File: src/design/qtrc_pkg.sv
package qtrc_pkg;

	localparam int TABLE_LEN     = 24;
	localparam int CORDIC_DEF    = 16;
	localparam int ACC_W         = 34;   // CORDIC vector width
	localparam int ANG_W         = 28;   // Q.24 angle accumulator
	localparam int SQ_W          = 58;   // square-root radicand width
	localparam int RT_W          = 29;   // square-root result width
	localparam int DIV_W         = 15;   // limit width
	localparam int RATIO_W       = 31;   // |angle| << 16
	localparam logic signed [ANG_W-1:0] PI_Q24 = 28'sd52707179;
	localparam logic signed [15:0]      ANGLE_MAX = 16'sd25736;
	localparam logic [14:0] PITCH_RST = 15'd5734;
	localparam logic [14:0] ROLL_RST  = 15'd7373;
	localparam logic [16:0] RISK_ONE  = 17'd65536;

	localparam logic CFG_PITCH = 1'b0;
	localparam logic CFG_ROLL  = 1'b1;

	typedef struct packed {
		logic signed [15:0] quat_w;
		logic signed [15:0] quat_x;
		logic signed [15:0] quat_y;
		logic signed [15:0] quat_z;
	} in_word_t;

	typedef struct packed {
		logic signed [15:0] pitch_angle;
		logic signed [15:0] roll_angle;
		logic [7:0]         red_level;
		logic [7:0]         green_level;
	} out_word_t;

	// vector passed along the CORDIC chain
	typedef struct packed {
		logic signed [ACC_W-1:0] x;
		logic signed [ACC_W-1:0] y;
		logic signed [ANG_W-1:0] acc;
		logic                    fixed;  // result settled by a zero numerator
	} cvec_t;

	// payload of one pipeline slot besides the CORDIC vectors
	typedef struct packed {
		logic               valid;
	} slot_t;

	function automatic logic signed [ANG_W-1:0] atan_entry(input int i);
		logic signed [ANG_W-1:0] t [TABLE_LEN];
		t = '{28'sd13176795, 28'sd7778716, 28'sd4110060, 28'sd2086331, 28'sd1047214,
		      28'sd524117, 28'sd262123, 28'sd131069, 28'sd65536, 28'sd32768, 28'sd16384,
		      28'sd8192, 28'sd4096, 28'sd2048, 28'sd1024, 28'sd512, 28'sd256, 28'sd128,
		      28'sd64, 28'sd32, 28'sd16, 28'sd8, 28'sd4, 28'sd2};
		return (i < TABLE_LEN) ? t[i] : '0;
	endfunction

	// Q.24 angle to Q2.13 with rounding and clamp
	function automatic logic signed [15:0] to_q13(input logic signed [ANG_W:0] a);
		logic signed [ANG_W:0] r;
		r = (a + (ANG_W+1)'(1024)) >>> 11;
		if (r > (ANG_W+1)'(ANGLE_MAX))       return ANGLE_MAX;
		else if (r < -(ANG_W+1)'(ANGLE_MAX)) return -ANGLE_MAX;
		else                                 return r[15:0];
	endfunction

	// red/green level from Q.16 value
	function automatic logic [7:0] level8(input logic [16:0] v);
		logic [26:0] p;
		p = 27'(v) * 27'd765 + 27'd131072;
		return p[25:18];
	endfunction

endpackage

File: src/design/qtrc_cordic_cell.sv
// one vectoring CORDIC micro-rotation
module qtrc_cordic_cell #(
	parameter int IDX = 0
) (
	input  logic            clk,
	input  logic            en,
	input  qtrc_pkg::cvec_t vin,
	output qtrc_pkg::cvec_t vout
);
	import qtrc_pkg::*;

	logic signed [ACC_W-1:0] xs, ys;
	cvec_t nxt;

	always_comb begin
		xs  = vin.x >>> IDX;
		ys  = vin.y >>> IDX;
		nxt = vin;
		if (!vin.fixed) begin
			if (vin.y >= 0) begin
				nxt.x   = vin.x + ys;
				nxt.y   = vin.y - xs;
				nxt.acc = vin.acc + atan_entry(IDX);
			end else begin
				nxt.x   = vin.x - ys;
				nxt.y   = vin.y + xs;
				nxt.acc = vin.acc - atan_entry(IDX);
			end
		end
	end

	always_ff @(posedge clk) begin
		if (en) vout <= nxt;
	end
endmodule

File: config.mk
export PLATFORM = sky130hd
export DESIGN_NAME = qtrc_cordic_cell
export DESIGN_NICKNAME = d
export VERILOG_FILES = /design/src/design/qtrc_pkg.sv /design/src/design/qtrc_cordic_cell.sv
export SDC_FILE = /design/constraint.sdc
export NUM_CORES = 1
export LEC_CHECK = 0
export ABC_AREA = 1
export BUFFER_PORTS_ARGS = -buffer_cell sky130_fd_sc_hd__buf_2
export CAP_MARGIN = 20
export CORE_UTILIZATION = 50
export DETAILED_ROUTE_END_ITERATION = 10
export PLACE_DENSITY_LB_ADDON = 0.25
export SYNTH_ARGS = -nofsm -noshare
export SYNTH_HDL_FRONTEND = slang
export SYNTH_SLANG_ARGS = --single-unit
File: constraint.sdc
create_clock -name clk -period 6.4 [get_ports clk]
set_input_delay 0.96 -clock clk [delete_from_list [all_inputs] [get_ports clk]]
set_output_delay 0.96 -clock clk [all_outputs]
set_load 0.01 [all_outputs]
Yosys cells after proc, flatten, opt, wreduce, memory -nomap -nowiden
Cells that the tools add are included.
W data, S select, Z words.
- output and inout bits: 97
- memories: 0
- word-level logic and storage cells: 12
- latch bits: 0
- ROM bits: 0
- input bits: 99
- register bits: 97
- bits in writable memories: 0
- multipliers: 0
- multiplexer cells: 2
- shift-type cells: 0
- eq/ne operators: 0
- magnitude comparators: 1
- reduce and logical (&&, ||, !) cells: 0
- bitwise gates (word level): 0
- div/mod/pow operators: 0
- add/sub/neg operators: 5
- operators by type and width (kind ; number):
    $mux W96 ; 2
    $sub A34 B34 Y34 ; 2
    $add A34 B34 Y34 ; 1
    $ge A34 B1 Y1 const B ; 1
    $add A28 B25 Y28 const B ; 1
    $sub A28 B25 Y28 const B ; 1

Logic depth before layout (Yosys ltp)
- word-level depth: 3
- mapped depth: 18
- mapped depth without buffers: 17

Worst setup path before layout
OpenSTA, ideal clock, no wires.
- path type: input port to flip-flop
- start point: input vin[62] (netlist name)
- end point: register vout[8] (netlist name), data pin
- cell stages on the path: 13
- setup time: 0.254 ns
- setup slack: 2.832 ns
- arrival: 3.314 ns
- data required time: 6.146 ns
- cells stage by stage: buf_6 > inv_4 > buf_6 > buf_2 > clkbuf_1 > ha_1 > inv_1 > o21ai_0 > o21bai_2 > o21bai_2 > or2_1 > nand3_1 > nand2_1
- RTL lines (element ; line ; source):
    from (decl) ; qtrc_cordic_cell.sv:7 ; input qtrc_pkg::cvec_t vin,
    to (signal assigned) ; qtrc_cordic_cell.sv:33 ; if (en) vout <= nxt;
    to (decl) ; qtrc_cordic_cell.sv:8 ; output qtrc_pkg::cvec_t vout

==> flow_metrics.py <==
metrics = {
    "power_and_ir_drop": {
        "ir_drop_v": 0.000110,
        "power.density_nw_per_um2": 172,
        "p_leak_nw": 8.46,
    },
    "route": {
        "detail_route.wl_per_cell_um": 18.8,
        "drc": 0,
        "detail_route.vias_per_cell": 5.58,
        "final_antenna_net_count": 0,
        "drt_first_pass_iters": 8,
        "wl_um": 52800,
        "vias": 15688,
        "drt-initial-drc-count": 1800,
    },
    "final_layout": {
        "top_regs": "vout: 97 flops",
        "fin_nets": 2680,
        "final_area_um2": 15100,
        "fillerInstances": 2827,
        "drive_above_1_share": 0.115,
        "largest_reg_flops": 97,
        "top_register": "vout",
        "area_growth_pct": 10.2,
        "antenna_cells": 0,
    },
    "die": {
        "core-area_um2": 27000,
        "num_rows": 60,
        "start_util": 0.509,
        "die_h_um": 168,
        "dieArea_um2": 28100,
        "die_x_um": 168,
        "io_pins": 196,
    },
    "yosys": {
        "synth.distinct_cells": 49,
        "synth-simple-area-share": 0.403,
        "yosys.area_share.adder": 0.106,
        "synth_top_family_by_area": "simple AND/OR/NAND/NOR gates",
        "synth_xor_area_frac": 0.0229,
        "post-synth-top-count-cell": "nand2_1",
        "ys_ff_latch": 97,
        "synth_nets": 2532,
        "avgSynthCellArea_um2": 5.92,
        "synth_ff_type": "edfxtp_1",
        "synth_compound_area_frac": 0.122,
        "synth.area.top_cells": "nand2_1 22%, edfxtp_1 21%, inv_1 11%",
        "ys_warn_count": 0,
        "synth_area_um2": 13700,
        "ys_async_sr_fraction": 0,
        "synth_edf_count": 97,
        "synthDominantCellAreaShare": 0.220,
        "synth.area.mux_share": 0,
        "synth_area_leader_cell": "nand2_1",
        "synthCells": 2319,
        "synth_commonest_cells": "805 x nand2_1, 385 x inv_1, 207 x nand3_1",
        "ys_seq_area_frac": 0.212,
    },
    "clock_tree": {
        "h-tree-depth": 3,
        "ctsResizeCount": 0,
        "cts_tree": "built",
        "clkSinkCount": 97,
        "cts_setup_buffers": 0,
        "numCtsBuffers": 9,
        "path_clk_slew_ns": 0.08,
        "cts_root_buf": "clkbuf_16",
        "cts_max_path_buffers": 2,
        "cts_hold_buffers": 0,
    },
    "run_status": {
        "status": "completed",
    },
    "worst_setup_path": {
        "cp_data_required_time_ns": 6.53,
        "crit_arrival_ns": 3.97,
        "critPathMaxFanout": 61,
        "path_cells": "buf_2 > inv_4 > ha_1 > inv_1 > o21ai_0 > o21bai_2 > a21oi_2 > nand2_1 > nand2_1 > nand2_1 > nand2_1 > nand2_1 > nand2_1 > nand2_1",
        "crit_top_cell": "nand2_1",
        "crit_type": "in2reg",
        "crit_path_start_kind": "input pin",
        "critPathMaxStageDelay_ns": 0.67,
        "cpMaxStageDelayCell": "buf_2",
        "cp-end-kind": "flop",
    },
    "sta": {
        "slew_headroom": 0.375,
        "worst_slew_pin_slew_ns": 0.937,
        "setup_violations": 0,
        "slew_viol_final": 0,
        "clock.fmax_mhz": 260,
        "hold_viol_final": 0,
        "post-route-period-util": 0.601,
        "finalSetupTns_ns": 0,
        "rsz0062_at_grt": "no",
        "min_period_ns": 3.84,
    },
    "global_routing": {
        "grt_pass1_vias": 14698,
        "antenna_found_initial": 0,
        "grt_overflow": 0,
        "grt_start_max_net_pins": 63,
        "grt_usage": 0.375,
        "grt_pass1_wl_um": 80800,
    },
    "place": {
        "gp_congestion": 1.03,
        "portBuffers": 195,
        "dp_hpwl_um": 42600,
        "place_area_um2": 14800,
    },
    "flow_run": {
        "maxCapViolations": 0,
    },
    "min_path": {
        "worst_hold_path_type": "in2reg",
    },
}
## metal layers
| metal | up-vias | track usage | wire, um |
|---|---|---|---|
| li1 | 7620 | - | - |
| met4 | 0 | 0.151 | 1960 |
| met1 | 7218 | 0.495 | 22600 |
| met2 | 746 | 0.621 | 24000 |
| met3 | 104 | 0.0433 | 4230 |
| met5 | - | 0 | 0 |
## worst max-delay path, delay by kind of cell
kind | cells | cell delay [ns]
AO/OA/AOI/OAI | 3 | 0.53
adder cells (fa/ha/maj) | 1 | 0.53
AND/OR/NAND/NOR | 7 | 0.51
buffers and inverters | 3 | 1.39
## path summary, 6_finish.rpt
check / depth (start not counted) / end / slack [ns] / from
setup / recovery: 14 / vout[28]$_DFFE_PP_ / 2.56 / vin[62]
hold / removal: 3 / vout[24]$_DFFE_PP_ / 0.89 / vin[24]
## power breakdown
| part | leakage (nW) | switching, mW | internal (mW) |
|---|---|---|---|
| registers | 0.948 | 0.0243 | 0.793 |
| logic | 7.39 | 0.845 | 0.372 |
| clock network | 0.123 | 0.295 | 0.265 |
## through the flow
| stage | setup slack [ns] | total power [mW] | hold slack (ns) | util | instances |
|---|---|---|---|---|---|
| 2_1_floorplan | 2.83 | 1.60 | 1.06 | - | 2319 |
| 6_report | 2.56 | 2.59 | 0.889 | 0.561 | 2813 |
| 3_5_place_dp | 2.24 | 2.01 | 1.26 | 0.550 | 2796 |
| 3_3_place_gp | 2.33 | 2.00 | 1.27 | 0.550 | 2796 |
| 5_1_grt | 2.36 | 2.74 | 0.924 | 0.561 | 2813 |
| 4_1_cts | 2.63 | 2.56 | 0.885 | 0.560 | 2812 |
## cell usage in the layout (no fill, tap or decap), drive strengths merged
cell	count
a22oi	2
o211ai	9
and3	1
o21ai	109
nor2	220
clkinv	5
inv	395
xor2	34
a21oi	121
xnor2	1
nand3	211
edfxtp	97
o22ai	8
clkbuf	11
nor3	18
o221ai	3
buf	202
clkinvlp	2
and2	4
ha	111
fa	3
or2	10
nor4	2
a31oi	9
a21o	6
nand2	822
o21bai	22
o21a	6
nand4	23
a21boi	4
nand3b	1
## kinds of logic (layout without fill, tap and decap cells)
logic type | Yosys count | count (layout)
AND/OR/NAND/NOR | 1312 | 1312
XOR/XNOR | 35 | 35
adder cells (fa/ha/maj) | 114 | 114
buffers and inverters | 462 | 615
AO/OA/AOI/OAI | 299 | 299
flip-flops | 97 | 97
## cell type report
class / instances / area (um^2) / share of cell area
tap: 341 / 427 / 0.0282
clock inverter: 5 / 32.5 / 0.00215
timing repair buffer: 202 / 1050 / 0.0695
inverter: 397 / 1490 / 0.0988
sequential: 97 / 2910 / 0.193
clock buffer: 11 / 233 / 0.0154
multi-input combinational: 1760 / 8970 / 0.593
No activity file was read; power rests on OpenSTA's default activity.
