==> src/design/qtrc_pkg.sv <==
package qtrc_pkg;

	localparam int TABLE_LEN     = 24;
	localparam int CORDIC_DEF    = 16;
	localparam int ACC_W         = 34;   // CORDIC vector width
	localparam int ANG_W         = 28;   // Q.24 angle accumulator
	localparam int SQ_W          = 58;   // square-root radicand width
	localparam int RT_W          = 29;   // square-root result width
	localparam int DIV_W         = 15;   // limit width
	localparam int RATIO_W       = 31;   // |angle| << 16
	localparam logic signed [ANG_W-1:0] PI_Q24 = 28'sd52707179;
	localparam logic signed [15:0]      ANGLE_MAX = 16'sd25736;
	localparam logic [14:0] PITCH_RST = 15'd5734;
	localparam logic [14:0] ROLL_RST  = 15'd7373;
	localparam logic [16:0] RISK_ONE  = 17'd65536;

	localparam logic CFG_PITCH = 1'b0;
	localparam logic CFG_ROLL  = 1'b1;

	typedef struct packed {
		logic signed [15:0] quat_w;
		logic signed [15:0] quat_x;
		logic signed [15:0] quat_y;
		logic signed [15:0] quat_z;
	} in_word_t;

	typedef struct packed {
		logic signed [15:0] pitch_angle;
		logic signed [15:0] roll_angle;
		logic [7:0]         red_level;
		logic [7:0]         green_level;
	} out_word_t;

	// vector passed along the CORDIC chain
	typedef struct packed {
		logic signed [ACC_W-1:0] x;
		logic signed [ACC_W-1:0] y;
		logic signed [ANG_W-1:0] acc;
		logic                    fixed;  // result settled by a zero numerator
	} cvec_t;

	// payload of one pipeline slot besides the CORDIC vectors
	typedef struct packed {
		logic               valid;
	} slot_t;

	function automatic logic signed [ANG_W-1:0] atan_entry(input int i);
		logic signed [ANG_W-1:0] t [TABLE_LEN];
		t = '{28'sd13176795, 28'sd7778716, 28'sd4110060, 28'sd2086331, 28'sd1047214,
		      28'sd524117, 28'sd262123, 28'sd131069, 28'sd65536, 28'sd32768, 28'sd16384,
		      28'sd8192, 28'sd4096, 28'sd2048, 28'sd1024, 28'sd512, 28'sd256, 28'sd128,
		      28'sd64, 28'sd32, 28'sd16, 28'sd8, 28'sd4, 28'sd2};
		return (i < TABLE_LEN) ? t[i] : '0;
	endfunction

	// Q.24 angle to Q2.13 with rounding and clamp
	function automatic logic signed [15:0] to_q13(input logic signed [ANG_W:0] a);
		logic signed [ANG_W:0] r;
		r = (a + (ANG_W+1)'(1024)) >>> 11;
		if (r > (ANG_W+1)'(ANGLE_MAX))       return ANGLE_MAX;
		else if (r < -(ANG_W+1)'(ANGLE_MAX)) return -ANGLE_MAX;
		else                                 return r[15:0];
	endfunction

	// red/green level from Q.16 value
	function automatic logic [7:0] level8(input logic [16:0] v);
		logic [26:0] p;
		p = 27'(v) * 27'd765 + 27'd131072;
		return p[25:18];
	endfunction

endpackage

==> src/design/qtrc_div_cell.sv <==
// one quotient bit of a restoring division by a limit
module qtrc_div_cell (
	input  logic                       clk,
	input  logic                       en,
	input  logic [qtrc_pkg::RATIO_W-1:0] num_in,
	input  logic [qtrc_pkg::DIV_W:0]     rem_in,
	input  logic [qtrc_pkg::DIV_W-1:0]   den_in,
	output logic [qtrc_pkg::RATIO_W-1:0] num_out,
	output logic [qtrc_pkg::DIV_W:0]     rem_out,
	output logic [qtrc_pkg::DIV_W-1:0]   den_out
);
	import qtrc_pkg::*;

	logic [DIV_W+1:0] r2;
	logic             take;

	always_comb begin
		r2   = {rem_in, num_in[RATIO_W-1]};
		take = r2 >= (DIV_W+2)'(den_in);
	end

	always_ff @(posedge clk) begin
		if (en) begin
			rem_out <= take ? (DIV_W+1)'(r2 - (DIV_W+2)'(den_in)) : r2[DIV_W:0];
			num_out <= {num_in[RATIO_W-2:0], take};
			den_out <= den_in;
		end
	end
endmodule

==> config.mk <==
export PLATFORM = sky130hd
export DESIGN_NAME = qtrc_div_cell
export DESIGN_NICKNAME = d
export VERILOG_FILES = /design/src/design/qtrc_pkg.sv /design/src/design/qtrc_div_cell.sv
export SDC_FILE = /design/constraint.sdc
export NUM_CORES = 1
export LEC_CHECK = 0
export BUFFER_PORTS_ARGS = -buffer_cell sky130_fd_sc_hd__buf_2
export CORE_MARGIN = 1.5
export CORE_UTILIZATION = 35
export DETAILED_ROUTE_END_ITERATION = 10
export GPL_ROUTABILITY_DRIVEN = 0
export GPL_TIMING_DRIVEN = 0
export PLACE_DENSITY = 0.64
export SLEW_MARGIN = 20
export SYNTH_ARGS = -nofsm -noshare
export SYNTH_HDL_FRONTEND = slang
export SYNTH_SLANG_ARGS = --single-unit
==> constraint.sdc <==
create_clock -name clk -period 2.15 [get_ports clk]
set_input_delay 0.1075 -clock clk [delete_from_list [all_inputs] [get_ports clk]]
set_output_delay 0.1075 -clock clk [all_outputs]
set_load 0.005 [all_outputs]
After elaboration in Yosys (flattened, before gate mapping)
Cells that the tools add are included.

word-level totals
  input port bits = 64
  bits in registers = 62
  output and inout bits = 62

cells by class
  $add $sub $neg = 1
  muxes and demuxes = 1
  magnitude comparators = 1

operator list
  cell              number
  $ge A17 B15 Y1    1
  $mux W16          1
  $sub A16 B15 Y16  1

Logic depth before layout (Yosys ltp)
Gate-level depths: netlist (run 1).

  depth in word-level cells = 2
  gate-level depth with buffers = 11
  mapped depth without buffers = 9

Worst setup path after synthesis (run 1)
OpenSTA, ideal clock, no wires.

  path kind = input port to flip-flop
  start point = input port num_in[30] (netlist name)
  end point = register rem_out[12] (netlist name) (data pin)
  setup time = 0.260 ns
  setup slack = -0.033 ns
  data required time = 1.890 ns
  stages = 9
  buffers on the path = 0
  data arrival time = 1.922 ns
  path through = inv_1 -> ha_1 -> fa_1 -> nor2b_1 -> o2111ai_1 -> a21boi_0 -> o2111a_1 -> nor3_1 -> mux2_4

between the ends
  word-level cells in the longest chain between the ends = 2
  elaborated cells between the ends (all ways) = 3

ends and longest elaborated chain
  what                                                line                                      RTL
  start, declared                                     qtrc_div_cell.sv:5                        input logic [qtrc_pkg::RATIO_W-1:0] num_in,
  $sub A16 B15 Y16 or $ge A17 B15 Y1 (tied branches)  qtrc_div_cell.sv:24, qtrc_div_cell.sv:19
  $mux W16 *                                          qtrc_div_cell.sv:24                       rem_out <= take ? (DIV_W+1)'(r2 - (DIV_W+2)'(den_in)) : r2[DIV_W:0];
  end signal, assigned                                qtrc_div_cell.sv:24
  end, declared                                       qtrc_div_cell.sv:9                        output logic [qtrc_pkg::DIV_W:0] rem_out,

Mark *: on every way between the ends. The rest lies on a longest branch, timed or not.
A chain may end at the register's enable or synchronous reset.

Worst setup path after layout (run 1)
  start point = input port den_in[7] (netlist name)
  end point = register rem_out[8] (netlist name) (data pin)

between the ends
  word-level cells in the longest chain between the ends = 2
  elaborated cells between the ends (all ways) = 3

ends and longest elaborated chain
  what             line                 RTL
  start, declared  qtrc_div_cell.sv:7   input logic [qtrc_pkg::DIV_W-1:0] den_in,
  $ge A17 B15 Y1   qtrc_div_cell.sv:19  take = r2 >= (DIV_W+2)'(den_in);
  via take         qtrc_div_cell.sv:15  logic take;
  $mux W16         qtrc_div_cell.sv:24

The timed path passes the listed nets, and every way through them passes these cells.

==> results.yml, run 1 <==
die:
  start_util: 0.359
  fp.dieH_um: 97.2
  ios: 126
  dieWidth_um: 97.2
  die_area_um2: 9440
  core_um2: 8640
  rows: 34
logic_synthesis:
  yosysTopAreaCell: "edfxtp_1"
  syn_area_um2: 3100
  synth_area_leaders: "edfxtp_1, ha_1, mux2_4"
  synth-main-ff-cell: "edfxtp_1"
  syn-mean-instance-area_um2: 14.1
  ys.warnings.count: 0
  synthArstFlopShare: 0
  netlist.area_leader.share: 0.600
  syn_inst: 220
  yosysUniqueCellTypes: 48
  synth-edff-count: 62
  synth_nets: 300
  synth-seq-cells: 62
  ys_seq_area_frac: 0.600
clock_tree:
  cts_tree: "yes"
  cts_max_path_buffers: 2
  cts_sinks: 62
  numCtsBuffers: 9
  clockRootBuffer: "clkbuf_8"
  cts.htree.levels: 3
  clkTransAtPathRegs_ns: 0.08
placement:
  io_buffers: 125
  pre_cts_ws_ns: -0.360
  dp_cells: 453
  dp_hpwl_mm: 4.89
cells_and_area:
  layout_common_cells: "buf_2, edfxtp_1, dlygate4sd3_1"
  num-fill-cells: 756
  seqCellArea_um2: 1860
  multiInputGateArea_um2: 1150
  final_core_util: 0.531
  mostFrequentLayoutCell: "buf_2"
  area_growth_pct: 47.9
  fin_nets: 482
  final_cells: 515
  num_antenna_cells: 0
  drive_gt1_frac: 0.428
sta:
  fmax_mhz: 485
  worst_pin_slew_ns: 0.792
  setup_viol: 0
  finalCriticalPeriod_ns: 2.06
  setup_ws_ns: 0.0878
  rsz0062_at_grt: "no"
  slew_headroom: 0.472
  post-route-period-util: 0.959
  final_max_slew_viol_count: 0
  hold_viol: 0
  whs_ns: 0.0828
critical_path:
  cp-start-kind: "input port"
  critPathKind: "input port to flip-flop"
  cp.arrival_ns: 2.16
  cp_data_required_time_ns: 2.24
  endpoint_kind: "flip-flop"
  crit_fanout: 10
routing:
  drc_errors: 0
  postRouteAntennaNets: 0
  drt_first_pass_iters: 4
  first_iter_violations: 88
  vias: 2397
  drt_wl_total_mm: 7.20
  wire_per_inst_um: 14.0
  viasPerCell: 4.65
grt:
  antenna_found_initial: 0
  grt_max_degree: 63
  grt.total_usage: 0.155
  grt_pass1_vias: 2307
  gr-total-overflow: 0
  grt_pass1_wl_mm: 11.4
worst_hold_path:
  hold_class: "input port to flip-flop"
power:
  p_leak_nw: 2.01
  power.density_nw_per_um2: 725
  ir_drop_mv: 0.318
status:
  run_status: "finished, final reports clean"
job:
  maxCapViolCount: 0
synth_stat cells, types with 3 or more instances:
master,instances
ha_1,15
nor3_1,6
buf_6,4
edfxtp_1,62
inv_1,20
o21ai_0,7
mux2_2,6
mux2i_1,4
mux2_4,6
nor2_1,14
a21o_1,4
nand3_1,6
a21oi_1,8
o21a_1,3
xnor2_1,7
nand2_1,6
final cells by class:
type,count,share of cell area
clock inverter,7,0.0213
inverter,20,0.0164
tap,108,0.0294
buffer,6,0.0125
multi-input combinational,132,0.251
timing repair buffer,171,0.237
clock buffer,9,0.0270
sequential,62,0.406
final timing paths:
kind	from	endpoint	slack, ns	depth (start not counted)
worst max-delay path	den_in[7]	rem_out[8]	0.09	11
worst min-delay path	rem_in[9]	rem_out[10]	0.08	2
state kept, by name (all words and copies together) (netlist names):
| signal | flops |
|---|---|
| den_out | 15 |
| num_out | 31 |
| rem_out | 16 |
cells by family after synthesis:
family	share of synthesized area
buffers and inverters	0.0415
AOI/OAI and AO/OA	0.110
muxes	0.0637
and+or+nand+nor	0.0952
adders and majority gates	0.0669
DFF	0.600
xor gates and xnor gates	0.0226
what timing repair did:
item,4_1_cts,5_1_grt
gates resized for setup,0,4
hold buffers,45,0
setup buffers,0,1
setup endpoints to repair,0,8
endpoints found under the hold margin,45,0
worst max-delay path, stage by stage:
cell	delay [ns]
buf_2	0.09
inv_1	0.04
ha_1	0.36
and2_4	0.18
buf_6	0.13
nand4_4	0.12
a21oi_4	0.07
o311ai_4	0.34
nand3_4	0.18
buf_8	0.24
mux2_4	0.30
where the power goes:
part / leakage [nW] / internal [mW] / switching [mW]
Clock: 0.106 / 0.656 / 0.497
Sequential: 0.607 / 1.47 / 0.0243
Combinational: 1.30 / 0.361 / 0.317
per-stage QoR:
stage	power, mW	area (µm²)	TNS [ns]
floorplan	1.88	3130	0
global placement	2.12	3890	-3.38
detailed placement	2.13	3890	-3.90
CTS	3.36	4560	0
global route	3.49	4590	0
finish	3.33	4590	0
per-layer routing:
| layer | vias up | routed length [µm] | GRT usage |
|---|---|---|---|
| met1 | 1085 | 3340 | 0.199 |
| li1 | 1198 | - | - |
| met5 | - | 0 | 0 |
| met3 | 10 | 586 | 0.0612 |
| met2 | 104 | 3190 | 0.240 |
| met4 | 0 | 91 | 0.0513 |
(Power assumes the default switching activity.)
==> inputs of run 2 (changes only) <==
CORE_UTILIZATION = 40   (was 35)
PLACE_DENSITY = 0.72   (was 0.64)
==> run 2 against run 1 <==
Net effect: worst setup slack improved by 0.080 ns; sequential cell count did not move; sequential power barely moved; combinational power rose by 2%; critical path depth fell by 1; clock-buffer cell count rose by 1; hold slack improved by 0.0069 ns; total power fell by 4.3%; via count rose by 1.7%; die area fell by 12%; global-route usage rose by 3.0 points.
==> results.yml, run 2 (synthesis gave the netlist of run 1 again) <==
die:
  core_um2: 7370
  rows: 31
  die_area_um2: 8290
  ios: 126
  fp.dieH_um: 91.1
  start_util: 0.421
  dieWidth_um: 91.1
sta:
  worst_pin_slew_ns: 0.780
  slew_headroom: 0.480
  post-route-period-util: 0.922
  setup_viol: 0
  hold_viol: 0
  rsz0062_at_grt: "no"
  fmax_mhz: 504
  whs_ns: 0.0897
  finalCriticalPeriod_ns: 1.98
  final_max_slew_viol_count: 0
  tns_ns: 0
  setup_ws_ns: 0.168
grt:
  grt_max_degree: 63
  grt_pass1_vias: 2373
  gr-total-overflow: 0
  grt.total_usage: 0.185
  antenna_found_initial: 0
  grt_pass1_wl_mm: 12.0
critical_path:
  cp_data_required_time_ns: 2.24
  crit_fanout: 6
  cp_num_buf_inv: 2
  endpoint_kind: "flip-flop"
  crit_family: "compound AO/OA/AOI/OAI gates"
  critical-path-slowest-cell: "fa_1"
  max_stage_delay_ns: 0.41
  critPathKind: "input port to flip-flop"
  path_cells: "buf_2 > inv_1 > ha_1 > fa_1 > nor2b_1 > o2111ai_1 > a21boi_2 > o2111a_1 > nor3_1 > mux2_4"
  cp-start-kind: "input port"
  cp.arrival_ns: 2.07
clock_tree:
  clockRootBuffer: "clkbuf_8"
  cts.htree.levels: 3
  cts_sinks: 62
  cts_tree: "yes"
  numCtsBuffers: 9
  clkTransAtPathRegs_ns: 0.07
  cts_max_path_buffers: 2
cells_and_area:
  final_core_util: 0.622
  mostFrequentLayoutCell: "buf_2"
  fin_area_um2: 4580
  largest_register_ffs: 31
  top_regs: "num_out (31), rem_out (16), den_out (15)"
  num_antenna_cells: 0
  area_growth_pct: 47.6
  fin_nets: 486
  final_cells: 510
  top_register: "num_out"
  drive_gt1_frac: 0.433
  layout_common_cells: "buf_2, edfxtp_1, dlygate4sd3_1"
status:
  run_status: "finished, final reports clean"
power:
  p_leak_nw: 2.01
  power.density_nw_per_um2: 695
  ir_drop_mv: 0.276
  p_total_mw: 3.18
routing:
  drc_errors: 0
  wire_per_inst_um: 14.6
  drt_wl_total_mm: 7.45
  vias: 2437
  postRouteAntennaNets: 0
  drt_first_pass_iters: 4
  viasPerCell: 4.78
  first_iter_violations: 97
placement:
  dp_hpwl_mm: 4.87
  io_buffers: 125
  pre_cts_ws_ns: -0.319
  dp_cells: 444
  place_area_um2: 3880
job:
  maxCapViolCount: 0
worst_hold_path:
  min_to: "rem_out[13]"
  min_from: "rem_in[12]"
  whs_path_depth: 2
  hold_class: "input port to flip-flop"
-- run 2: changes by cell type in the layout (fill, tap and decap cells not counted) --
| cell | before | now |
|---|---|---|
| inv_6 | 1 | 0 |
| clkinvlp_4 | 2 | 3 |
| clkinv_2 | 1 | 2 |
| bufinv_16 | 2 | 1 |
| a21oi_2 | 2 | 3 |
| clkbuf_1 | 1 | 2 |
| a21oi_1 | 6 | 5 |
| buf_4 | 2 | 6 |
| clkinv_4 | 1 | 0 |
-- run 2: power breakdown --
group | switching [mW] | internal, mW | leakage, nW
combinational | 0.320 | 0.369 | 1.32
clock | 0.461 | 0.531 | 0.0883
sequential | 0.0286 | 1.48 | 0.607
total | 0.809 | 2.38 | 2.01
-- run 2: metal layers --
metal | vias up | wire [µm] | GRT usage
met4 | 0 | 86 | 0.0625
met5 | - | 0 | 0
met3 | 8 | 493 | 0.0561
li1 | 1203 | - | -
met1 | 1131 | 3250 | 0.227
met2 | 95 | 3610 | 0.309
-- run 2: what timing repair did --
action                                 CTS  global route
hold buffers                            45             0
gates resized for setup                  0             5
setup endpoints to repair                0             8
endpoints found under the hold margin   45             0
setup buffers                            0             5
-- run 2: cell type report --
type	count	area, µm²
inverters	20	75.1
multi-input cells	132	1160
well taps	99	124
flip-flops and latches	62	1860
plain buffers	6	57.6
clock buffers	10	128
clock inverters	6	62.6
fillers	579	2790
repair buffers	175	1120
-- run 2: how the worst max path moves through the flow --
stage,depth (start not counted),end,slack (ns),startpoint
2_1_floorplan,8,rem_out[10],0.03,den_in[5]
3_3_place_gp,8,rem_out[13],-0.31,rem_in[4]
3_5_place_dp,8,rem_out[10],-0.32,rem_in[4]
4_1_cts,8,rem_out[10],0.04,rem_in[4]
5_1_grt,10,rem_out[10],0.05,num_in[30]
6_report,10,rem_out[12],0.17,num_in[30]
==> inputs of run 3 (changes only) <==
PLACE_DENSITY = 0.69   (was 0.72)
clock period = 2.3 ns   (was 2.15 ns; I/O delays follow)
==> run 3 against run 2 <==
Net effect: worst setup slack got worse by 0.043 ns; sequential share of layout area rose by 0.22 points; global-route usage decreased by 0.17 points; hold slack better by 0.015 ns; critical endpoint is now rem_out[9].
==> results.yml, run 3 (synthesis gave the netlist of run 1 again) <==
cells_and_area:
  fin_nets: 485
  top_register: "num_out"
  top_regs: "num_out (31), rem_out (16), den_out (15)"
  layout_common_cells: "buf_2, edfxtp_1, dlygate4sd3_1"
  largest_register_ffs: 31
  num_antenna_cells: 0
  area_growth_pct: 46.8
  num-fill-cells: 583
  mostFrequentLayoutCell: "buf_2"
  drive_gt1_frac: 0.417
clock_tree:
  cts_sinks: 62
  cts_max_path_buffers: 2
  cts_tree: "yes"
  cts.htree.levels: 3
  clkTransAtPathRegs_ns: 0.07
  numCtsBuffers: 9
  clockRootBuffer: "clkbuf_8"
power:
  seqPwrFrac: 0.458
  power_switching_uw: 742
  intPower_mw: 2.33
  swShare: 0.242
  power.density_nw_per_um2: 673
  combPwrFrac: 0.207
  p_clk_frac: 0.336
  ir_drop_mv: 0.259
  p_leak_nw: 2.02
sta:
  post-route-period-util: 0.946
  finalCriticalPeriod_ns: 2.18
  worst_pin_slew_ns: 0.775
  whs_ns: 0.105
  final_max_slew_viol_count: 0
  setup_ws_ns: 0.125
  slew_headroom: 0.483
  setup_viol: 0
  rsz0062_at_grt: "no"
  tns_ns: 0
  hold_viol: 0
  fmax_mhz: 460
job:
  maxCapViolCount: 0
die:
  die_area_um2: 8290
  ios: 126
  core_um2: 7370
  start_util: 0.421
  rows: 31
  fp.dieH_um: 91.1
  dieWidth_um: 91.1
critical_path:
  cp-start-kind: "input port"
  startpoint: "den_in[13]"
  crit_fanout: 10
  cp.arrival_ns: 2.26
  crit_end: "rem_out[9]"
  critPathKind: "input port to flip-flop"
  cp_data_required_time_ns: 2.38
  endpoint_kind: "flip-flop"
routing:
  wire_per_inst_um: 14.4
  postRouteAntennaNets: 0
  drc_errors: 0
  drt_first_pass_iters: 6
  vias: 2453
  first_iter_violations: 119
  drt_wl_total_mm: 7.32
  viasPerCell: 4.82
grt:
  grt_pass1_vias: 2463
  antenna_found_initial: 0
  grt_max_degree: 63
  grt_pass1_wl_mm: 11.9
  grt.total_usage: 0.183
  gr-total-overflow: 0
placement:
  pre_cts_ws_ns: -0.301
  dp_hpwl_mm: 4.74
  io_buffers: 125
worst_hold_path:
  hold_class: "input port to flip-flop"
status:
  run_status: "finished, final reports clean"
[run 3: cell count changes in the layout (fill, tap and decap cells not counted), sizes merged]
cell,before,now
bufinv,1,2
buf,134,133
clkinv,2,3
clkinvlp,3,1
[run 3: layout make-up]
| class | instances | area (µm²) | share of cell area |
|---|---|---|---|
| flip-flops and latches | 62 | 1860 | 0.409 |
| multi-input cells | 132 | 1110 | 0.245 |
| repair buffers | 174 | 1110 | 0.243 |
| clock buffers | 10 | 128 | 0.0280 |
| well taps | 99 | 124 | 0.0272 |
| clock inverters | 6 | 86.3 | 0.0190 |
| inverters | 20 | 75.1 | 0.0165 |
| plain buffers | 6 | 57.6 | 0.0126 |
[run 3: worst min path at each step]
stage	start	to	cells past startpoint
2_1_floorplan	den_in[0]	den_out[0]	0
3_3_place_gp	num_in[8]	num_out[9]	1
3_5_place_dp	num_in[0]	num_out[1]	1
4_1_cts	rem_in[9]	rem_out[10]	2
5_1_grt	rem_in[3]	rem_out[4]	2
6_report	rem_in[9]	rem_out[10]	2
[run 3: repair_timing]
item                                    in CTS  in global routing
setup buffers                                0                  4
hold endpoints to repair                    45                  0
endpoints found under the setup margin       0                  7
hold buffers                                45                  0
resized for setup                            0                  4
[run 3: critical path, cell delays in order]
cell	delay [ns]
dlygate4sd3_1	0.51
buf_2	0.11
inv_1	0.04
ha_2	0.37
nand2_1	0.09
and2b_2	0.26
o311ai_4	0.13
nand3_4	0.15
buf_8	0.17
mux2_4	0.30
[run 3: power by group through the flow]
stage          clock network (mW)  logic (mW)  registers [mW]
2_1_floorplan                   0       0.302            1.45
3_3_place_gp                    0       0.552            1.43
3_5_place_dp                    0       0.560            1.43
4_1_cts                      1.06       0.624            1.40
5_1_grt                      1.10       0.699            1.41
6_report                     1.03       0.634            1.40
[run 3: metrics by stage]
step	total power [mW]	instances	instance area (µm²)	util
after floorplan	1.75	220	3100	-
after global placement	1.98	444	3850	0.523
after detailed placement	1.99	444	3850	0.523
after CTS	3.08	505	4520	0.613
after global routing	3.21	509	4560	0.618
final	3.07	509	4560	0.618
[run 3: layer usage]
layer / vias up / part of all wire / track usage
li1: 1205 / - / -
met1: 1133 / 0.46 / 0.235
met2: 105 / 0.46 / 0.294
met3: 10 / 0.065 / 0.0637
met4: 0 / 0.013 / 0.0508
met5: - / 0 / 0
