--- src/design/qtrc_pkg.sv ---
package qtrc_pkg;

	localparam int TABLE_LEN     = 24;
	localparam int CORDIC_DEF    = 16;
	localparam int ACC_W         = 34;   // CORDIC vector width
	localparam int ANG_W         = 28;   // Q.24 angle accumulator
	localparam int SQ_W          = 58;   // square-root radicand width
	localparam int RT_W          = 29;   // square-root result width
	localparam int DIV_W         = 15;   // limit width
	localparam int RATIO_W       = 31;   // |angle| << 16
	localparam logic signed [ANG_W-1:0] PI_Q24 = 28'sd52707179;
	localparam logic signed [15:0]      ANGLE_MAX = 16'sd25736;
	localparam logic [14:0] PITCH_RST = 15'd5734;
	localparam logic [14:0] ROLL_RST  = 15'd7373;
	localparam logic [16:0] RISK_ONE  = 17'd65536;

	localparam logic CFG_PITCH = 1'b0;
	localparam logic CFG_ROLL  = 1'b1;

	typedef struct packed {
		logic signed [15:0] quat_w;
		logic signed [15:0] quat_x;
		logic signed [15:0] quat_y;
		logic signed [15:0] quat_z;
	} in_word_t;

	typedef struct packed {
		logic signed [15:0] pitch_angle;
		logic signed [15:0] roll_angle;
		logic [7:0]         red_level;
		logic [7:0]         green_level;
	} out_word_t;

	// vector passed along the CORDIC chain
	typedef struct packed {
		logic signed [ACC_W-1:0] x;
		logic signed [ACC_W-1:0] y;
		logic signed [ANG_W-1:0] acc;
		logic                    fixed;  // result settled by a zero numerator
	} cvec_t;

	// payload of one pipeline slot besides the CORDIC vectors
	typedef struct packed {
		logic               valid;
	} slot_t;

	function automatic logic signed [ANG_W-1:0] atan_entry(input int i);
		logic signed [ANG_W-1:0] t [TABLE_LEN];
		t = '{28'sd13176795, 28'sd7778716, 28'sd4110060, 28'sd2086331, 28'sd1047214,
		      28'sd524117, 28'sd262123, 28'sd131069, 28'sd65536, 28'sd32768, 28'sd16384,
		      28'sd8192, 28'sd4096, 28'sd2048, 28'sd1024, 28'sd512, 28'sd256, 28'sd128,
		      28'sd64, 28'sd32, 28'sd16, 28'sd8, 28'sd4, 28'sd2};
		return (i < TABLE_LEN) ? t[i] : '0;
	endfunction

	// Q.24 angle to Q2.13 with rounding and clamp
	function automatic logic signed [15:0] to_q13(input logic signed [ANG_W:0] a);
		logic signed [ANG_W:0] r;
		r = (a + (ANG_W+1)'(1024)) >>> 11;
		if (r > (ANG_W+1)'(ANGLE_MAX))       return ANGLE_MAX;
		else if (r < -(ANG_W+1)'(ANGLE_MAX)) return -ANGLE_MAX;
		else                                 return r[15:0];
	endfunction

	// red/green level from Q.16 value
	function automatic logic [7:0] level8(input logic [16:0] v);
		logic [26:0] p;
		p = 27'(v) * 27'd765 + 27'd131072;
		return p[25:18];
	endfunction

endpackage

--- src/design/qtrc_sqrt_cell.sv ---
// one digit of a restoring square root, two radicand bits per cell
module qtrc_sqrt_cell (
	input  logic                       clk,
	input  logic                       en,
	input  logic [qtrc_pkg::SQ_W-1:0]  rem_in,
	input  logic [qtrc_pkg::RT_W-1:0]  root_in,
	input  logic [qtrc_pkg::SQ_W-1:0]  rad_in,
	output logic [qtrc_pkg::SQ_W-1:0]  rem_out,
	output logic [qtrc_pkg::RT_W-1:0]  root_out,
	output logic [qtrc_pkg::SQ_W-1:0]  rad_out
);
	import qtrc_pkg::*;

	logic [SQ_W-1:0] rem_w, trial;
	logic            take;

	always_comb begin
		rem_w = {rem_in[SQ_W-3:0], rad_in[SQ_W-1 -: 2]};
		trial = SQ_W'({root_in[RT_W-2:0], 2'b01});
		take  = rem_w >= trial;
	end

	always_ff @(posedge clk) begin
		if (en) begin
			rem_out  <= take ? rem_w - trial : rem_w;
			root_out <= {root_in[RT_W-2:0], take};
			rad_out  <= {rad_in[SQ_W-3:0], 2'b00};
		end
	end
endmodule

--- config.mk ---
export PLATFORM = sky130hd
export DESIGN_NAME = qtrc_sqrt_cell
export DESIGN_NICKNAME = d
export VERILOG_FILES = /design/src/design/qtrc_pkg.sv /design/src/design/qtrc_sqrt_cell.sv
export SDC_FILE = /design/constraint.sdc
export NUM_CORES = 1
export LEC_CHECK = 0
export BUFFER_PORTS_ARGS = -buffer_cell sky130_fd_sc_hd__buf_2
export CAP_MARGIN = 20
export CORE_MARGIN = 2
export CORE_UTILIZATION = 50
export CTS_CLUSTER_DIAMETER = 120
export DETAILED_ROUTE_END_ITERATION = 7
export PLACE_DENSITY_LB_ADDON = 0.3
export SLEW_MARGIN = 20
export SYNTH_ARGS = -nofsm -noshare
export SYNTH_HDL_FRONTEND = slang
export SYNTH_SLANG_ARGS = --single-unit
--- constraint.sdc ---
create_clock -name clk -period 8.7 [get_ports clk]
set_input_delay 1.305 -clock clk [delete_from_list [all_inputs] [get_ports clk]]
set_output_delay 1.305 -clock clk [all_outputs]
set_load 0.01 [all_outputs]
# [Yosys cells after proc, flatten, opt, wreduce, memory -nomap -nowiden]
# Index checks and enable logic that the tools add are counted.
[op_classes] magnitude_cmp=1 addsub=1 mux=1
[ops] operator="$ge 58x30->1" count=1
[ops] operator="$mux 58" count=1
[ops] operator="$sub 58x30->58" count=1
[word_totals] regBits=143 output_inout_bits=145 in_bits=147 wordCells=6

# [Logic depth before layout (Yosys ltp)]
# Gate-level depths: netlist of run 1.
[depth] depth_word=2 depth_mapped=13 mapped_depth_nobuf=10

# [Worst setup path before layout of run 1]
# Ideal clock, no wire load.
[synth_path] path_type="input to register" startpoint="in root_in[27] (netlist name)" endpoint="reg rem_out[29] (netlist name), data pin" setup_ps=256 cell_stages=13 path_slack_ps=4767 path_buffers=4 t_required_ps=8444 t_arrival_ps=3676 cell_sequence="inv_1 > ha_1 > buf_4 > a2111oi_4 > and3_1 > clkbuf_1 > nor4b_4 > and4b_4 > o21a_4 > buf_6 > buf_8 > nor2_2 > a22o_1"
[synth_via] elab_chain_len=2 word_cells_on_any_way=3 classes_between="1 x add/sub; 1 x order compare; 1 x mux"
[synth_rtl] element="from (decl)" line_no="qtrc_sqrt_cell.sv:6" text="input logic [qtrc_pkg::RT_W-1:0] root_in,"
[synth_rtl] element="$sub 58x30->58 or $ge 58x30->1 (tied branches)" line_no="qtrc_sqrt_cell.sv:25, qtrc_sqrt_cell.sv:20"
[synth_rtl] element="$mux 58 *" line_no="qtrc_sqrt_cell.sv:25" text="rem_out <= take ? rem_w - trial : rem_w;"
[synth_rtl] element="to (signal assigned)" line_no="qtrc_sqrt_cell.sv:25"
[synth_rtl] element="to (decl)" line_no="qtrc_sqrt_cell.sv:8" text="output logic [qtrc_pkg::SQ_W-1:0] rem_out,"
# Mark *: on every way between the ends. The rest lies on a longest branch, timed or not.
# A chain may end at the register's enable or synchronous reset.

# [Final worst setup path of run 1]
[layout_path] startpoint="in root_in[25] (netlist name)" endpoint="reg rem_out[53] (netlist name), data pin"
# The elaborated chain is that of the path after synthesis.

==> run metrics, run 1 <==
Place WS 4.054 ns; Overall Global Routing Usage 0.2451; internal power 1.373 mW; Ant. Diodes 0; setup ws final 4.429 ns; Cell Pwr Density 200.9 mW/mm2; Area growth, synth to finish 29.12%; placed cell areas 0.008788 mm2; clock share of power 0.369; CTS Hold Bufs 0; Pleak 3.948 nW; initial antenna violation count 0; WL final 19,080 um; Psw 506.6 uW; fin crit period 4.271 ns; effective utilization at floorplan 0.5158; Synth Area in XOR/XNOR 0.06167; crit path DAT 4.43 ns; I/O pin cnt 292; Post-CTS Resized 0; final setup fails 0; main combinational cell family by area after synthesis compound AO/OA/AOI/OAI gates; commonest non-fill, non-tap cell in the layout buf_2; CTS Buffer Depth 2; total CTS buffers 17; Die H 124.4 um; Setup CP Type input port to flip-flop; CTS tree yes; Die X 124.4 um; TNS Setup 0 ns; Seq pwr share 0.455; DR DRC count 0; simple-gate area share of the yosys netlist 0.1237; Synth Cell Area 0.007243 mm2; dominant synthesized flop cell edfxtp_1; most frequent cells in the layout buf_2, edfxtp_1, nand2_1, a21oi_1, o21ai_0; # nets final 1,062; Critical Path End Type flip-flop; via/cell ratio 5.391; register area share after synthesis 0.5928; Root Buffer clkbuf_16; period utilization 0.4909; Max Cap Viol 0; DRT Pass-1 Iters 5; RSZ-0062 raised after global routing no; largest net degree at the start of global routing 80; Yosys reg bits 143; largest area contributor in the netlist edfxtp_1; synth unique cells 61; TritonCTS Sinks 143; Die Area 0.01547 mm2; status finished, final reports clean; final antenna-violating net count 0; CP Max Fanout 10; Worst Setup SP root_in[25]; Synth top area share 0.5928; Synth Warn # 0; Syn Area/Cell 12.05 um2; Core Area 0.01404 mm2; Final Hold Fails 0; Net Sw Frac 0.2696; mux cell area share after synthesis 0.002764; max_slew headroom 0.3576; via count 5,812; EDFF count, synth 143; share of cells above drive strength 1 0.3731; row cnt 43; Starting DRT DRC Count 510; PnR Total Power 1.879 mW; hold_sp rad_in[12]; Synth Instances 601; total grt overflow 0; ys async rst share 0; compound-cell area share of the yosys netlist 0.1302; CP Launch Type input port; Achievable Freq 234.1 MHz; vias in the first global route 5,627; Logic pwr share 0.176; global-route wire length before repair 29,700 um; buffer count from post-CTS setup fixing 0; Max Slew Vio Count 0; Worst EP required 8.86 ns; routability cong. 0.8775; Worst-path clk slew 0.06 ns; CTS HTree Levels 4; Hold WC Path Type input port to flip-flop; synth top area cells edfxtp_1, ha_1, xnor2_1; VDD IR max 0.1551 mV; Post-Synth Adder-Cell Area 0.05182; post-DP HPWL 14,740 um; per-cell routed wire length 17.70 um; final non-filler cell area 0.009353 mm2; port bufs 286; Worst Max-Slew Pin Slew 0.9555 ns
==> through the flow <==
stage / cells / util / hold WS (ns)
after floorplan: 602 / - / 1.404
after global placement: 1046 / 0.6259 / 1.481
after detailed placement: 1046 / 0.6259 / 1.483
after CTS: 1078 / 0.6660 / 1.041
after global routing: 1078 / 0.6660 / 1.039
final: 1078 / 0.6660 / 1.059
==> registers in the layout, summed over array words and instances, names as in the netlist <==
register and count:
root_out 29, rad_out 56, rem_out 58
==> cell usage after synthesis, types with 5 or more instances <==
library cell  count
nand2b_1          7
nor3_1            7
xnor2_1          31
nand2_1          59
edfxtp_1        143
nand3_1          14
a21o_1           11
buf_2             7
a31oi_1           7
a21oi_1          42
xor2_1           20
and3_1            5
nor2_1           30
clkbuf_1         10
o21ai_0          42
ha_1             30
nor4_1            8
nand3b_1          5
inv_1            36
nand4_1          11
o211ai_1          6
==> critical path, stage by stage <==
cell and delay (ns):
buf_2 0.11, inv_1 0.04, ha_1 0.46, nand4_1 0.25, nor4_1 0.53, nand4_1 0.28
and4b_4 0.30, a2bb2oi_4 0.15, a2111oi_4 0.63, nand4b_1 0.20, xnor2_1 0.17
==> power by group through the flow <==
stage | registers [mW] | logic (mW) | clock network, mW
floorplan | 0.908 | 0.137 | 0
global placement | 0.866 | 0.324 | 0
detailed placement | 0.869 | 0.330 | 0
CTS | 0.856 | 0.332 | 0.704
global route | 0.861 | 0.364 | 0.730
finish | 0.855 | 0.331 | 0.693
==> routing by layer <==
metal | track usage | routed length, um
met5 | 0 | 0
met4 | 0.07006 | 391
met3 | 0.07131 | 1326
met2 | 0.4359 | 9995
met1 | 0.2883 | 7371
==> cell type report <==
type / count / area (um2)
Timing Repair Buffer: 287 / 1445
Inverter: 36 / 135.1
Clock inverter: 13 / 131.4
Sequential cell: 143 / 4294
Tap cell: 180 / 225.2
Fill cell: 1104 / 4690
Multi-Input combinational cell: 400 / 2689
Clock buffer: 19 / 432.9
==> path summary, 6_finish.rpt <==
path	slack, ns	cells after the start	to
worst max-delay path	4.43	11	rem_out[53]
worst min-delay path	1.06	1	rad_out[14]
==> logic make-up (layout without fill, tap and decap cells) <==
family          after synthesis  count (layout)
mux                           2               2
simple gates                173             173
compound gates              142             142
flops                       143             143
xor+xnor                     51              51
other cells                   1               2
buf+inv                      59             355
fa+ha+maj                    30              30
Note: power is estimated with default switching activity, not from simulation.
==> run 2, diff against run 1 <==
--- a/config.mk
+++ b/config.mk
@@ -5,10 +5,11 @@
 export SDC_FILE = /design/constraint.sdc
 export NUM_CORES = 1
 export LEC_CHECK = 0
+export ABC_AREA = 1
 export BUFFER_PORTS_ARGS = -buffer_cell sky130_fd_sc_hd__buf_2
 export CAP_MARGIN = 20
 export CORE_MARGIN = 2
-export CORE_UTILIZATION = 50
+export CORE_UTILIZATION = 47
 export CTS_CLUSTER_DIAMETER = 120
 export DETAILED_ROUTE_END_ITERATION = 7
 export PLACE_DENSITY_LB_ADDON = 0.3
==> constraint.sdc (replaced) <==
create_clock -name clk -period 3.74 [get_ports clk]
set_input_delay 0.561 -clock clk [delete_from_list [all_inputs] [get_ports clk]]
set_output_delay 0.561 -clock clk [all_outputs]
set_load 0.01 [all_outputs]
==> run 2 against run 1 <==
Compared with the run above:
- cell area up 18%
- clock-buffer cell count fell by 2
- sequential cell count is the same
- final cell count increased by 52%
- global-route usage grew 1.9 points
- worst hold slack got worse by 0.75 ns
- wire length increased by 37%
- highest routed layer unchanged
- sequential power is 130% higher
- power up 140%
- non-clock buffer count up 5
- combinational power grew to 2.8 times the previous value
- clock power up 140%
==> run metrics, run 2 <==
CTS HTree Levels 4 (unchanged); # nets final 1,571 (+48%); Synth top area share 0.4911 (-0.1017); final non-filler cell area 0.01103 mm2 (+18%); final core utilization 0.6096 (-0.05643); Root Buffer clkbuf_16; Worst-path clk slew 0.07 ns (about the same); most numerous cell in the Yosys netlist nand2_1; Cell Pwr Density 414.1 mW/mm2 (+110%); Die X 140.4 um (+13%); PnR Total Power 4.566 mW (+140%); Final Hold Fails 0 (unchanged); Largest regs rem_out: 58 flops, rad_out: 56 flops, root_out: 29 flops; synth top area cells edfxtp_1, nand2_1, inv_1; Worst Max-Slew Pin Slew 0.6199 ns (-0.3356 ns); period utilization 0.6765; VDD IR max 0.3096 mV (+100%); Core Area 0.01809 mm2 (+29%); Starting DRT DRC Count 573 (+12%); Achievable Freq 395.2 MHz; hold_sp rad_in[2]; dominant synthesized flop cell edfxtp_1; Post-CTS Resized 0 (unchanged); via/cell ratio 4.883 (-9.4%); port bufs 286 (unchanged); layer with the highest usage met2; fin crit period 2.530 ns; internal power 3.168 mW (+130%); Overall Global Routing Usage 0.2646 (+0.01949); CTS Buffer Depth 2 (unchanged); status finished, final reports clean; initial antenna violation count 1 (+1); CTS Hold Bufs 0 (unchanged); ys async rst share 0 (unchanged); Logic pwr share 0.201 (+0.025); effective utilization at floorplan 0.4834 (-0.03238); row cnt 49 (+14%); TritonCTS Sinks 143 (unchanged); commonest non-fill, non-tap cell in the layout nand2_1; total CTS buffers 17 (unchanged); Area growth, synth to finish 26.10%; Syn Area/Cell 7.999 um2 (-34%); final antenna-violating net count 0 (unchanged); met3 usage 0.05504 (-0.01626); total grt overflow 0 (unchanged); met2 Usage GRT 0.4554 (+0.01949); synth unique cells 33 (-46%); Net Sw Frac 0.3062 (+0.03658); CTS tree yes; routability cong. 0.9770 (+11%); commonest cells in the netlist nand2_1, inv_1, edfxtp_1, nor2_1, nand3_1; Synth Instances 1,093 (+82%); CP Max Fanout 4 (-6); TNS Setup 0 ns (unchanged); max FFs per register 58 (unchanged); Die H 140.4 um (+13%); largest net degree at the start of global routing 67 (-16%); Critical Path End Type flip-flop; largest area contributor in the netlist edfxtp_1; max_slew headroom 0.5824 (+0.2248); DRT Pass-1 Iters 5 (unchanged); Synth Warn # 0 (unchanged); Synth Cell Area 0.008743 mm2 (+21%); via count 7,993 (+38%); post-DP HPWL 21,280 um (+44%); clock share of power 0.365 (-0.004); CP Launch Type input port; Hold Path Depth 1 (unchanged); Psw 1.398 mW (+180%); placed cell areas 0.01045 mm2 (+19%); register area share after synthesis 0.4911 (-0.1017); Biggest register rem_out; global-route wire length before repair 39,920 um (+34%); Setup CP Type input port to flip-flop; most frequent cells in the layout nand2_1, buf_2, inv_1, edfxtp_1, nor2_1; hold path endpoint rad_out[4]; Max Cap Viol 0 (unchanged); DR DRC count 0 (unchanged); worst hold margin 0.3055 ns (-0.7534 ns); met1 Resource Use GR 0.3288 (+0.04057); Die Area 0.01971 mm2 (+27%); Yosys reg bits 143 (unchanged); I/O pin cnt 292 (unchanged); per-cell routed wire length 15.95 um (-9.9%); final setup fails 0 (unchanged); vias in the first global route 7,643 (+36%); EDFF count, synth 143 (unchanged); buffer count from post-CTS setup fixing 0 (unchanged); Hold WC Path Type input port to flip-flop; Pleak 5.513 nW (+40%); Seq pwr share 0.434 (-0.021); share of cells above drive strength 1 0.2651 (-0.1079); Max Slew Vio Count 0 (unchanged); RSZ-0062 raised after global routing no; crit path DAT 2.72 ns (-1.71 ns); WL final 26,110 um (+37%); Worst EP required 3.93 ns (-4.93 ns)
## run 2: critical path, cell delays in order
cell and delay, ns:
buf_2 0.09, inv_1 0.04, ha_1 0.33, nand2_1 0.11, nor2_1 0.30, nand2_1 0.13
o21ai_0 0.54, buf_4 0.24, nand2_1 0.08, nand3b_1 0.09, nand2_1 0.11, nand2_1 0.08
inv_1 0.03
## run 2: power groups by stage
stage / logic, mW / registers, mW / clock network [mW]
global placement: 0.906 / 2.01 / 0
CTS: 0.918 / 1.98 / 1.69
finish: 0.916 / 1.98 / 1.67
detailed placement: 0.913 / 2.02 / 0
global route: 1.01 / 2.00 / 1.76
floorplan: 0.407 / 2.11 / 0
## run 2: per-stage QoR
stage          setup slack [ns]  instances
2_1_floorplan             1.485       1094
3_3_place_gp             0.7862       1604
3_5_place_dp             0.7415       1604
4_1_cts                   1.193       1636
5_1_grt                  0.9829       1637
6_report                  1.210       1637
## run 2: worst max path at each step
stage	from	endpoint	slack, ns	cells past startpoint
3_3_place_gp	rem_in[27]	rem_out[39]	0.79	11
2_1_floorplan	root_in[22]	rem_out[24]	1.49	16
3_5_place_dp	root_in[19]	rem_out[37]	0.74	14
4_1_cts	root_in[19]	rem_out[37]	1.19	14
5_1_grt	root_in[19]	rem_out[17]	0.98	14
6_report	root_in[11]	rem_out[31]	1.21	13
## run 2: cell families after synthesis
family / share of synthesized area
other: 0.0004289
AND/OR/NAND/NOR: 0.3072
AO/OA/AOI/OAI: 0.03878
XOR/XNOR: 0.02705
buffers and inverters: 0.09244
adder cells (fa/ha/maj): 0.04293
flip-flops: 0.4911
## run 2: routing by layer
metal / vias up / part of all wire / wire [um]
li1: 4048 / - / -
met1: 3586 / 0.42 / 10850
met2: 310 / 0.48 / 12620
met3: 49 / 0.073 / 1916
met4: 0 / 0.028 / 726
met5: - / 0 / 0
## run 2: area by class of cell
| type | instances | area, um2 |
|---|---|---|
| inverters | 187 | 704.4 |
| flip-flops and latches | 143 | 4294 |
| clock inverters | 15 | 147.6 |
| repair buffers | 292 | 1520 |
| multi-input cells | 753 | 3645 |
| fillers | 1645 | 7061 |
| clock buffers | 17 | 425.4 |
| diodes | 1 | 2.502 |
| well taps | 229 | 286.5 |
==> run 3, diff against run 2 <==
--- a/config.mk
+++ b/config.mk
@@ -5,11 +5,11 @@
 export SDC_FILE = /design/constraint.sdc
 export NUM_CORES = 1
 export LEC_CHECK = 0
-export ABC_AREA = 1
+export ABC_AREA = 0
 export BUFFER_PORTS_ARGS = -buffer_cell sky130_fd_sc_hd__buf_2
 export CAP_MARGIN = 20
 export CORE_MARGIN = 2
-export CORE_UTILIZATION = 47
+export CORE_UTILIZATION = 44
 export CTS_CLUSTER_DIAMETER = 120
 export DETAILED_ROUTE_END_ITERATION = 7
 export PLACE_DENSITY_LB_ADDON = 0.3
==> constraint.sdc (replaced) <==
create_clock -name clk -period 2.13 [get_ports clk]
set_input_delay 0.3195 -clock clk [delete_from_list [all_inputs] [get_ports clk]]
set_output_delay 0.3195 -clock clk [all_outputs]
set_load 0.01 [all_outputs]
==> run 3 against run 2 <==
Compared with the run above:
- the flow now finishes with violations (setup timing)
- largest cell class unchanged
- worst hold slack got worse by 0.25 ns
- cell area grew 12%
- first-iteration DRC count fell by 16%
- clock power is 89% higher
- combinational power grew 130%
- final cell count is 20% lower
- die area fell by 11%
==> run metrics, run 3 (same netlist as run 1, synthesis figures left out) <==
routability cong. 0.9091 (-6.9%); Seq pwr share 0.399 (-0.035); via count 6,922 (-13%); Core Area 0.01600 mm2 (-12%); Die H 132.3 um (-5.8%); VDD IR max 0.5526 mV (+79%); TNS Setup -17.21 ns (-17.21 ns); initial antenna violation count 0 (-1); storage element area 0.004294 mm2 (unchanged); Hold WC Path Type input port to flip-flop; DR DRC count 0 (unchanged); status complete, but fails checks; Die X 132.3 um (-5.8%); Max Slew Vio Count 0 (unchanged); total grt overflow 0 (unchanged); CTS Hold Bufs 0 (unchanged); Die Area 0.01750 mm2 (-11%); Setup CP Type input port to flip-flop; RSZ-0062 raised after global routing yes; CP Max Fanout 4 (unchanged); final antenna-violating net count 0 (unchanged); Overall Global Routing Usage 0.2514 (-0.01311); final setup fails 59 (+59); commonest non-fill, non-tap cell in the layout buf_2; internal power 6.262 mW (+98%); vias in the first global route 6,686 (-13%); per-cell routed wire length 18.92 um (+19%); CTS Buffer Depth 2 (unchanged); CP Launch Type input port; DRT Pass-1 Iters 5 (unchanged); I/O pin cnt 292 (unchanged); Root Buffer clkbuf_16; PnR Total Power 8.758 mW (+92%); Psw 2.496 mW (+79%); max FFs per register 58 (unchanged); CTS HTree Levels 4 (unchanged); row cnt 46 (-6.1%); WL final 24,860 um (-4.8%); Ant. Diodes 0 (-1); Place WS -0.8286 ns (-1.570 ns); via/cell ratio 5.268 (+7.9%); final core utilization 0.7685 (+0.1588); CTS tree yes; Pleak 5.244 nW (-4.9%); Final Hold Fails 0 (unchanged); Largest regs rem_out: 58 flops, rad_out: 56 flops, root_out: 29 flops; post-DP HPWL 16,270 um (-24%); max_slew headroom 0.5937 (+0.01136); fin crit period 2.526 ns; clock share of power 0.360 (-0.005); port bufs 286 (unchanged); total CTS buffers 17 (unchanged); Worst Setup EP rem_out[55]; Cell Pwr Density 712.3 mW/mm2 (+72%); Max Cap Viol 0 (unchanged); Biggest register rem_out; global-route wire length before repair 34,550 um (-13%); Worst-path clk slew 0.07 ns (about the same); failing checks setup timing; Starting DRT DRC Count 484 (-16%); Net Sw Frac 0.2850 (-0.02119); largest net degree at the start of global routing 56 (-16%); Worst Setup SP rem_in[24]; # nets final 1,262 (-20%); Multi-input gate area 0.003607 mm2 (-1.0%); crit path DAT 2.72 ns (about the same); TritonCTS Sinks 143 (unchanged); share of cells above drive strength 1 0.6138 (+0.3487); Worst Max-Slew Pin Slew 0.6048 ns (-0.01514 ns); Area growth, synth to finish 69.75%; effective utilization at floorplan 0.4527 (-0.03074); Achievable Freq 395.9 MHz; setup ws final -0.3958 ns (-1.606 ns); Fillers 1,034 (-37%); period utilization 1.186; most frequent cells in the layout buf_2, buf_4, edfxtp_1, nand2_1; Worst EP required 2.32 ns (-1.61 ns); Logic pwr share 0.241 (+0.040); Critical Path End Type flip-flop
## run 3: changes by cell type in the layout (fill, tap and decap cells not counted), moves of 29 or more
cell,previous run,this run
nand2_1,417,37
buf_4,3,178
inv_1,183,20
nor2_1,105,27
nand3_1,50,6
ha_1,30,1
## run 3: timing repair
action,CTS,global route
setup endpoints to repair,59,59
pin swaps,32,50
resized for setup,87,124
cloned,3,1
buffers inserted,14,20
## run 3: how the worst min path moves through the flow
stage	startpoint	end	slack, ns	cells after the start
CTS	rad_in[54]	rad_out[56]	0.05	1
finish	rad_in[11]	rad_out[13]	0.06	1
detailed placement	rad_in[54]	rad_out[56]	0.50	1
global route	rad_in[17]	rad_out[19]	0.05	1
floorplan	rad_in[8]	rad_out[10]	0.42	0
global placement	rad_in[28]	rad_out[30]	0.50	1
## run 3: through the flow
stage          hold slack [ns]  instance area, um2  cells
2_1_floorplan           0.4184                7652    602
3_3_place_gp            0.4957               10460   1245
3_5_place_dp            0.4976               10460   1245
4_1_cts                0.05332               11530   1294
5_1_grt                0.04885               12300   1314
6_report               0.05558               12300   1314
## run 3: power by group through the flow
stage	sequential (mW)	clock [mW]	combinational, mW
CTS	3.49	3.17	1.87
floorplan	3.71	0	0.658
global route	3.52	3.29	2.25
detailed placement	3.55	0	1.76
finish	3.49	3.15	2.11
global placement	3.54	0	1.73
## run 3: area by class of cell
class                   count  area share
clock buffers              17     0.03460
inverters                  36     0.01465
repair buffers            487      0.2708
clock inverters            15     0.01537
flip-flops and latches    143      0.3492
well taps                 216     0.02198
multi-input cells         400      0.2934
## run 3: worst max-delay path, stage by stage
cell,delay (ns)
buf_8,0.10
ha_4,0.26
a21oi_4,0.17
o21ai_2,0.09
a221o_1,0.34
a21o_1,0.16
a311o_1,0.39
a2111oi_4,0.39
buf_4,0.18
buf_6,0.12
nand3_2,0.07
xnor2_1,0.12
## run 3: layer usage
metal  GRT usage  vias to the layer above  share of wire  wire [um]
met5           0                        -              0          0
met4     0.09737                        0          0.041       1007
met3     0.05459                       80          0.067       1655
met2      0.4352                      358           0.50      12450
met1      0.3081                     3281           0.39       9744
li1            -                     3203              -          -
